**config.mk**
```make
export PLATFORM = sky130hd
export DESIGN_NAME = addressed_frame_receiver_crc16_unit
export DESIGN_NICKNAME = d
export VERILOG_FILES = /design/src/design/afr_pkg.sv /design/src/design/afr_frame_fsm.sv /design/src/design/addressed_frame_receiver_crc16_unit.sv
export SDC_FILE = /design/constraint.sdc
export NUM_CORES = 1
export LEC_CHECK = 0
export BUFFER_PORTS_ARGS = -buffer_cell sky130_fd_sc_hd__buf_2
export CAP_MARGIN = 15
export CORE_MARGIN = 2
export CORE_UTILIZATION = 55
export CTS_CLUSTER_SIZE = 24
export DETAILED_ROUTE_END_ITERATION = 10
export PLACE_DENSITY = 0.74
export SLEW_MARGIN = 20
export SYNTH_ARGS = -nofsm -noshare
export SYNTH_HDL_FRONTEND = slang
export SYNTH_SLANG_ARGS = --single-unit
```
**constraint.sdc**
```tcl
create_clock -name clk -period 7.7 [get_ports clk]
set_input_delay 2.31 -clock clk [delete_from_list [all_inputs] [get_ports clk]]
set_output_delay 2.31 -clock clk [all_outputs]
set_load 0.01 [all_outputs]
```
**src/design/afr_pkg.sv**
```systemverilog
// Shared types, codes and the CRC-16 byte update for the addressed frame receiver.
// Depends on nothing; used by the frame state machine, the top level and the checker.

package afr_pkg;

    localparam logic [7:0]  FRAME_HEADER = 8'h55;
    localparam logic [15:0] CRC_INIT     = 16'hFFFF;
    localparam logic [15:0] CRC_POLY     = 16'hA001;
    localparam logic [7:0]  IDLE_MAX     = 8'hFF;

    localparam logic [2:0] KIND_PAYLOAD   = 3'd0;
    localparam logic [2:0] KIND_GOOD      = 3'd1;
    localparam logic [2:0] KIND_BAD_CRC   = 3'd2;
    localparam logic [2:0] KIND_EMPTY     = 3'd3;
    localparam logic [2:0] KIND_ABANDONED = 3'd4;

    localparam logic REQ_BYTE = 1'b0;
    localparam logic REQ_TICK = 1'b1;

    typedef struct packed {
        logic        valid;
        logic [2:0]  kind;
        logic [7:0]  payload;
        logic [7:0]  address;
        logic [15:0] length;
    } afr_result_t;

    function automatic logic [15:0] crc16_feed(input logic [15:0] crc_in, input logic [7:0] b);
        logic [15:0] crc;
        crc = crc_in ^ {8'h00, b};
        for (int i = 0; i < 8; i++)
        begin
            if (crc[0])
                crc = (crc >> 1) ^ CRC_POLY;
            else
                crc = crc >> 1;
        end
        return crc;
    endfunction

endpackage

```
**src/design/afr_frame_fsm.sv**
```systemverilog
// Frame state machine: header hunt, address check, length, payload, CRC check, idle timeout.
// Depends on afr_pkg for result codes, the result struct and the CRC byte update.

module afr_frame_fsm
(
    input  logic                clk,
    input  logic                rst_n,
    input  logic                step,
    input  logic                req_type,
    input  logic [7:0]          rx_byte,
    input  logic [7:0]          node_address,
    input  logic [7:0]          idle_tick_limit,
    output afr_pkg::afr_result_t result
);

    localparam logic [2:0] PH_HUNT    = 3'd0;
    localparam logic [2:0] PH_ADDR    = 3'd1;
    localparam logic [2:0] PH_LEN_HI  = 3'd2;
    localparam logic [2:0] PH_LEN_LO  = 3'd3;
    localparam logic [2:0] PH_PAYLOAD = 3'd4;
    localparam logic [2:0] PH_CRC_HI  = 3'd5;
    localparam logic [2:0] PH_CRC_LO  = 3'd6;

    logic [2:0]  phase_reg, phase_next;
    logic [15:0] left_reg, left_next;
    logic [15:0] length_reg, length_next;
    logic [15:0] crc_reg, crc_next;
    logic [7:0]  crc_hi_reg, crc_hi_next;
    logic [7:0]  idle_reg, idle_next;
    logic [7:0]  addr_reg, addr_next;

    logic [15:0] crc_fed;
    logic [15:0] left_dec;

    assign crc_fed  = afr_pkg::crc16_feed(crc_reg, rx_byte);
    assign left_dec = left_reg - 16'd1;

    always_comb
    begin
        phase_next     = phase_reg;
        left_next      = left_reg;
        length_next    = length_reg;
        crc_next       = crc_reg;
        crc_hi_next    = crc_hi_reg;
        idle_next      = idle_reg;
        addr_next      = addr_reg;
        result.valid   = 1'b0;
        result.kind    = afr_pkg::KIND_PAYLOAD;
        result.payload = 8'h00;
        result.address = addr_reg;
        result.length  = length_reg;

        if (req_type == afr_pkg::REQ_TICK)
        begin
            if (idle_reg != afr_pkg::IDLE_MAX)
                idle_next = idle_reg + 8'd1;
            if (phase_reg != PH_HUNT && idle_next > idle_tick_limit)
            begin
                phase_next   = PH_HUNT;
                result.valid = 1'b1;
                result.kind  = afr_pkg::KIND_ABANDONED;
            end
        end
        else
        begin
            idle_next = 8'h00;
            unique case (phase_reg)
                PH_HUNT:
                begin
                    if (rx_byte == afr_pkg::FRAME_HEADER)
                    begin
                        crc_next    = afr_pkg::crc16_feed(afr_pkg::CRC_INIT, rx_byte);
                        addr_next   = 8'h00;
                        length_next = 16'h0000;
                        left_next   = 16'h0000;
                        crc_hi_next = 8'h00;
                        phase_next  = PH_ADDR;
                    end
                end
                PH_ADDR:
                begin
                    if (rx_byte != node_address)
                        phase_next = PH_HUNT;
                    else
                    begin
                        addr_next  = rx_byte;
                        crc_next   = crc_fed;
                        phase_next = PH_LEN_HI;
                    end
                end
                PH_LEN_HI:
                begin
                    length_next = {rx_byte, 8'h00};
                    crc_next    = crc_fed;
                    phase_next  = PH_LEN_LO;
                end
                PH_LEN_LO:
                begin
                    length_next = {length_reg[15:8], rx_byte};
                    left_next   = {length_reg[15:8], rx_byte};
                    crc_next    = crc_fed;
                    phase_next  = ({length_reg[15:8], rx_byte} == 16'h0000) ? PH_CRC_HI
                                                                           : PH_PAYLOAD;
                end
                PH_PAYLOAD:
                begin
                    crc_next       = crc_fed;
                    left_next      = left_dec;
                    if (left_dec == 16'h0000)
                        phase_next = PH_CRC_HI;
                    result.valid   = 1'b1;
                    result.kind    = afr_pkg::KIND_PAYLOAD;
                    result.payload = rx_byte;
                end
                PH_CRC_HI:
                begin
                    crc_hi_next = rx_byte;
                    phase_next  = PH_CRC_LO;
                end
                default:
                begin
                    phase_next   = PH_HUNT;
                    result.valid = 1'b1;
                    if (length_reg == 16'h0000)
                        result.kind = afr_pkg::KIND_EMPTY;
                    else if ({crc_hi_reg, rx_byte} == crc_reg)
                        result.kind = afr_pkg::KIND_GOOD;
                    else
                        result.kind = afr_pkg::KIND_BAD_CRC;
                end
            endcase
        end
    end

    always_ff @(posedge clk or negedge rst_n)
    begin
        if (!rst_n)
        begin
            phase_reg  <= PH_HUNT;
            left_reg   <= 16'h0000;
            length_reg <= 16'h0000;
            crc_reg    <= afr_pkg::CRC_INIT;
            crc_hi_reg <= 8'h00;
            idle_reg   <= 8'h00;
            addr_reg   <= 8'h00;
        end
        else if (step)
        begin
            phase_reg  <= phase_next;
            left_reg   <= left_next;
            length_reg <= length_next;
            crc_reg    <= crc_next;
            crc_hi_reg <= crc_hi_next;
            idle_reg   <= idle_next;
            addr_reg   <= addr_next;
        end
    end

endmodule

```
**src/design/addressed_frame_receiver_crc16_unit.sv**
```systemverilog
// Top level of the addressed frame receiver: configuration registers, input and result registers.
// Depends on afr_pkg and instantiates afr_frame_fsm.

// The receiver takes one transfer per clock cycle while in_stall is low, bus bytes and idle
// ticks alike, and passes each result through the input register and then the result register,
// with the frame state and the bytewise CRC-16 update between them. While a result waits to be
// taken, one more input transfer is held in the input register; only then does in_stall rise.
// The user must write configuration through cfg_write only when the block is idle; the block
// itself does not enforce this. Index 0 is the node address and index 1 the idle tick limit.

module addressed_frame_receiver_crc16_unit
(
    input  logic        clk,
    input  logic        rst_n,
    input  logic        cfg_write,
    input  logic        cfg_index,
    input  logic [7:0]  cfg_data,
    input  logic        in_valid,
    output logic        in_stall,
    input  logic        req_type,
    input  logic [7:0]  rx_byte,
    output logic        out_valid,
    input  logic        out_stall,
    output logic [2:0]  result_kind,
    output logic [7:0]  payload_byte,
    output logic [7:0]  frame_address,
    output logic [15:0] frame_length
);

    localparam logic CFG_NODE_ADDRESS = 1'b0;
    localparam logic CFG_IDLE_LIMIT   = 1'b1;

    logic [7:0]  node_address_reg;
    logic [7:0]  idle_limit_reg;
    logic        in_full_reg;
    logic        in_type_reg;
    logic [7:0]  in_byte_reg;
    logic        out_full_reg;
    afr_pkg::afr_result_t out_reg;
    afr_pkg::afr_result_t step_result;
    logic        advance;
    logic        step;
    logic        in_take;

    assign advance  = !out_full_reg || !out_stall;
    assign step     = in_full_reg && advance;
    assign in_stall = in_full_reg && !advance;
    assign in_take  = in_valid && !in_stall;

    always_ff @(posedge clk or negedge rst_n)
    begin
        if (!rst_n)
        begin
            node_address_reg <= 8'h00;
            idle_limit_reg   <= 8'd3;
        end
        else if (cfg_write)
        begin
            unique case (cfg_index)
                CFG_NODE_ADDRESS: node_address_reg <= cfg_data;
                CFG_IDLE_LIMIT:   idle_limit_reg   <= cfg_data;
                default:          ;
            endcase
        end
    end

    always_ff @(posedge clk or negedge rst_n)
    begin
        if (!rst_n)
            in_full_reg <= 1'b0;
        else if (in_take)
            in_full_reg <= 1'b1;
        else if (step)
            in_full_reg <= 1'b0;
    end

    always_ff @(posedge clk)
    begin
        if (in_take)
        begin
            in_type_reg <= req_type;
            in_byte_reg <= rx_byte;
        end
    end

    afr_frame_fsm u_fsm
    (
        .clk             (clk),
        .rst_n           (rst_n),
        .step            (step),
        .req_type        (in_type_reg),
        .rx_byte         (in_byte_reg),
        .node_address    (node_address_reg),
        .idle_tick_limit (idle_limit_reg),
        .result          (step_result)
    );

    always_ff @(posedge clk or negedge rst_n)
    begin
        if (!rst_n)
            out_full_reg <= 1'b0;
        else if (advance)
            out_full_reg <= step && step_result.valid;
    end

    always_ff @(posedge clk)
    begin
        if (step && step_result.valid)
            out_reg <= step_result;
    end

    assign out_valid     = out_full_reg;
    assign result_kind   = out_reg.kind;
    assign payload_byte  = out_reg.payload;
    assign frame_address = out_reg.address;
    assign frame_length  = out_reg.length;

endmodule

```
* Word level (Yosys, flattened, before mapping)
Index checks and enable logic that the tools add are counted.
** Storage, ports and cells
- Bits in registers :: 137
- Input port bits :: 23
- Output and inout port bits :: 37
** Operators by class
- $add $sub $neg :: 2
- $lt $le $gt $ge :: 1
- Eq/ne operators :: 14
- Mux-type cells :: 64
- Bitwise operators :: 22
- Reduce and logical (&&, ||, !) cells :: 34
** Operators by type and width (count)
- two-way mux 16 bit :: 40
- one-hot mux 16 bit (3 select lines) :: 3
- zero test 16 bit :: 3
- NOT 2 -> 3 bit :: 16
- two-way mux 8 bit :: 5
- one-hot mux 8 bit (2 select lines) :: 2
- one-hot mux 3 bit (6 select lines) :: 1
- equality test 16 bit :: 1
- NOT 8 -> 16 bit :: 1
- AND reduction 4 bit :: 4
- subtractor 16 x 1 -> 16 bit (second input constant) :: 1
- XOR 16 x 8 -> 16 bit :: 1
- AND reduction 5 bit :: 3
- two-way mux 3 bit :: 4
- nonzero test 3 bit :: 4
- adder 8 x 1 -> 8 bit (second input constant) :: 1
- equality test 8 x 7 -> 1 bit (second input constant) :: 1
- greater-than comparator 8 bit :: 1
- two-way mux 4 bit :: 2
- inequality test 8 bit :: 1
- inequality test 8 bit (second input constant) :: 1
- one-hot mux 4 bit (2 select lines) :: 1
- nonzero test 2 bit :: 4
- equality test 3 x 2 -> 1 bit (second input constant) :: 2
- 16 further kinds :: 34

* Depth between registers and ports, before layout
- Depth in word-level cells :: 40
- Mapped depth :: 13

* Cells and area by module
Synthesis repeated with hierarchy kept, for this count alone.
** Unflattened totals
- Cells, all modules :: 652
- Area total of the unflattened synthesis :: 7163.1 um2
** By module, submodules not included
- afr_frame_fsm :: times used 1, cells an instance 562, area each 5103.6 um2, sequential area each 1896.8 um2
- addressed_frame_receiver_crc16_unit :: times used 1, cells an instance 90, area each 2059.5 um2, sequential area each 1774.2 um2

* Worst setup path before layout
No wires, ideal clock.
- Path kind :: input port to output port
- From :: in out_stall
- To :: out in_stall
- Arrival :: 2.493 ns
- Slack :: 2.897 ns
- Stages :: 2
- Path buffers :: 0
- Cell sequence :: nand3_1 > inv_1
** On the way
- Longest elaborated chain between the ends :: 4
** RTL lines
- start: declaration :: line addressed_frame_receiver_crc16_unit.sv:23 : input logic out_stall,
- zero test 1 bit :: line addressed_frame_receiver_crc16_unit.sv:45 : assign advance = !out_full_reg || !out_stall;
- logical OR 1 bit :: line addressed_frame_receiver_crc16_unit.sv:45
- zero test 1 bit :: line addressed_frame_receiver_crc16_unit.sv:47 : assign in_stall = in_full_reg && !advance;
- logical AND 1 bit :: line addressed_frame_receiver_crc16_unit.sv:47
- end: declaration :: line addressed_frame_receiver_crc16_unit.sv:19 : output logic in_stall,
Every way passes these cells.

* Worst setup path in the final report
Same ends and word-level chain as after synthesis.

==> results.json <==
{
  "rows": 40,
  "die_w_um": 116,
  "critical_path_class": "in2out",
  "slew_viol_final": 0,
  "syn_to_final_growth_pct": 12.8,
  "power_leakage_uw": 0.00350,
  "fin_skew_ps": 9.86,
  "wirelength_mm": 15.2,
  "cts_tree": "yes",
  "track_usage_pct": 24.7,
  "crit_path_end_kind": "output pin",
  "hpwl_mm": 10.6,
  "synth_commonest_cells": "101 x nand2_1, 75 x dfrtp_1, 47 x o21ai_1",
  "hold_class": "reg2reg",
  "place_area_um2": 7230,
  "syn_nets": 682,
  "tightest_slew_ps": 993,
  "setup_viol": 0,
  "finalHoldViolCount": 0,
  "async_flop_share_pct": 67.9,
  "period_share_pct": 65.2,
  "wire_per_inst_um": 17.8,
  "synth_top_flop_cell": "dfrtp_1",
  "cts_root_buf": "clkbuf_16",
  "grt_pass1_wl_mm": 24.8,
  "rsz0062_at_grt": "false",
  "n_antenna_cell": 0,
  "clockPowerShare_pct": 32.6,
  "fp.coreArea_um2": 12100,
  "ff_latch_area_um2": 3670,
  "cp_num_buf_inv": 3,
  "max_slew_margin_pct": 33.7,
  "cts_resized": 0,
  "r2r_start": "u_fsm.idle_reg[3]",
  "finalNetCount": 721,
  "arrival_ps": 2710,
  "numPortBuffers": 59,
  "fmax_ghz": 0.199,
  "synth_edf_count": 44,
  "maxCapViolations": 0,
  "path_clk_slew_ps": 60,
  "grt_max_degree": 72,
  "synth_top_area_share_pct": 27.2,
  "first_iter_violations": 373,
  "status": "finished clean",
  "synth-seq-area-share_pct": 53.1,
  "vias": 4861,
  "postCtsSetupBuffers": 0,
  "yosysMostFrequentCell": "nand2_1",
  "ctsHoldBuffers": 0,
  "fill_cells": 955,
  "cts.sinks": 137,
  "cp_common_cell": "buf_2",
  "cts_buffer_depth": 2,
  "layout-drive-gt1-share_pct": 19.5,
  "p_total_uw": 2310,
  "drtPass1Iterations": 5,
  "avgSynthCellArea_um2": 10.9,
  "cts_made_buffers": 17,
  "viasPerCell": 5.68,
  "gr-total-overflow": 0,
  "ff2ff_setup_slack_ps": 3750,
  "gp_congestion": 0.898,
  "reg2regPathDepth": 11,
  "drc": 0,
  "start_kind": "primary input",
  "yosysUniqueCellTypes": 63,
  "p_sw_share_pct": 29.1,
  "antenna_left": 0,
  "path_max_fanout": 3,
  "clock_latency_ps": 420,
  "worst_path_max_delay_cell": "buf_2",
  "fp.dieArea_um2": 13500,
  "htree_levels": 4,
  "stdcell_area_um2": 7790,
  "hold_path_depth": 0,
  "timing.critical_path.max_delay_family": "buffers and inverters",
  "io_pins": 60,
  "antenna_found_initial": 0,
  "tns_ps": 0,
  "finalHoldWorstSlack_ps": 455,
  "peakVddDrop_mv": 0.276,
  "initial_utilization_pct": 57.0,
  "p_comb_share_pct": 25.2,
  "holdPathEnd": "frame_address[6]",
  "crit_chain": "buf_2 -> nand3_1 -> inv_1 -> buf_2",
  "netSwitchingPower_uw": 673,
  "multi_input_area_um2": 2960,
  "grt_pass1_vias": 4869,
  "die_h_um": 116,
  "hp-start": "u_fsm.addr_reg[6]",
  "pwr-share-seq_pct": 42.2,
  "postSynthCellCount": 636,
  "syn-cell-area_um2": 6910,
  "power_density_nw_per_um2": 297,
  "max_stage_delay_ps": 130,
  "synth_area_leaders": "dfrtp_1 27%, edfxtp_1 19%, dfstp_2 6.8%",
  "yosys.area.top_type": "dfrtp_1",
  "critPathRequiredTime_ps": 5390,
  "yosysWarnings": 0,
  "ys_ff_latch": 137,
  "power.internal_uw": 1640,
  "reg2reg_to": "frame_length[13]",
  "layout_min_cycle_time_ps": 5020
}
[cells in the final DEF, fill, tap and decap left out, types with 23 or more instances in the layout]
cell / instances
nand2_1: 101
dfrtp_1: 75
buf_2: 58
o21ai_1: 47
edfxtp_1: 44
xnor2_1: 25
inv_1: 24
xor2_1: 23
nor2_1: 23
ha_1: 23
[per-layer routing]
layer	global-route usage (%)	up-vias	share of wire, %
met3	7.06	39	5.5
met5	0	-	0
met1	31.2	2343	42
li1	-	2317	-
met2	40.2	162	50
met4	10.5	0	2.6
[stage by stage]
step                utilization, %  worst slack [ps]  cells
CTS                           64.3              2680    855
finish                        64.3              2680    856
floorplan                        -              2900    636
global placement              59.7              2700    823
global route                  64.3              2650    856
detailed placement            59.7              2680    823
[worst reg2reg max path: stages, from the launching register on]
cell and delay [ps]:
dfrtp_1 450, and4_1 230, and2_1 190, nand3_1 250
nor3b_1 290, xor2_1 280, ha_1 300, and4_1 200
a31oi_1 250, and3_1 200, a31oi_1 90, nor2_4 810
[final cells by class]
cell class / count / area share [%]
flip-flops and latches: 137 / 47.1
multi-input cells: 434 / 37.9
clock buffers: 24 / 6.18
repair buffers: 61 / 4.01
well taps: 168 / 2.70
inverters: 24 / 1.16
clock inverters: 8 / 0.915
[kinds of logic (layout without fill, tap and decap cells)]
| family | Yosys count | in the layout | share of synthesized area (%) |
|---|---|---|---|
| flip-flops | 137 | 137 | 53.1 |
| multiplexers | 32 | 32 | 5.22 |
| AO/OA/AOI/OAI | 124 | 124 | 11.2 |
| buffers and inverters | 65 | 117 | 4.18 |
| XOR/XNOR | 57 | 57 | 8.86 |
| adder cells (fa/ha/maj) | 23 | 23 | 4.17 |
| AND/OR/NAND/NOR | 198 | 198 | 13.2 |
[worst max-delay path by stage]
stage / slack, ps / start / depth (start not counted) / end
floorplan: 2900 / out_stall / 2 / in_stall
global placement: 2700 / out_stall / 4 / in_stall
global route: 2650 / out_stall / 4 / in_stall
finish: 2680 / out_stall / 4 / in_stall
detailed placement: 2680 / out_stall / 4 / in_stall
CTS: 2680 / out_stall / 4 / in_stall
[power by group through the flow]
stage / sequential, µW / combinational (µW) / clock (µW)
floorplan: 926 / 520 / 0
global placement: 980 / 554 / 0
detailed placement: 985 / 581 / 0
CTS: 973 / 586 / 768
global route: 988 / 644 / 799
finish: 976 / 583 / 754
No activity file was read; power rests on OpenSTA's default activity.
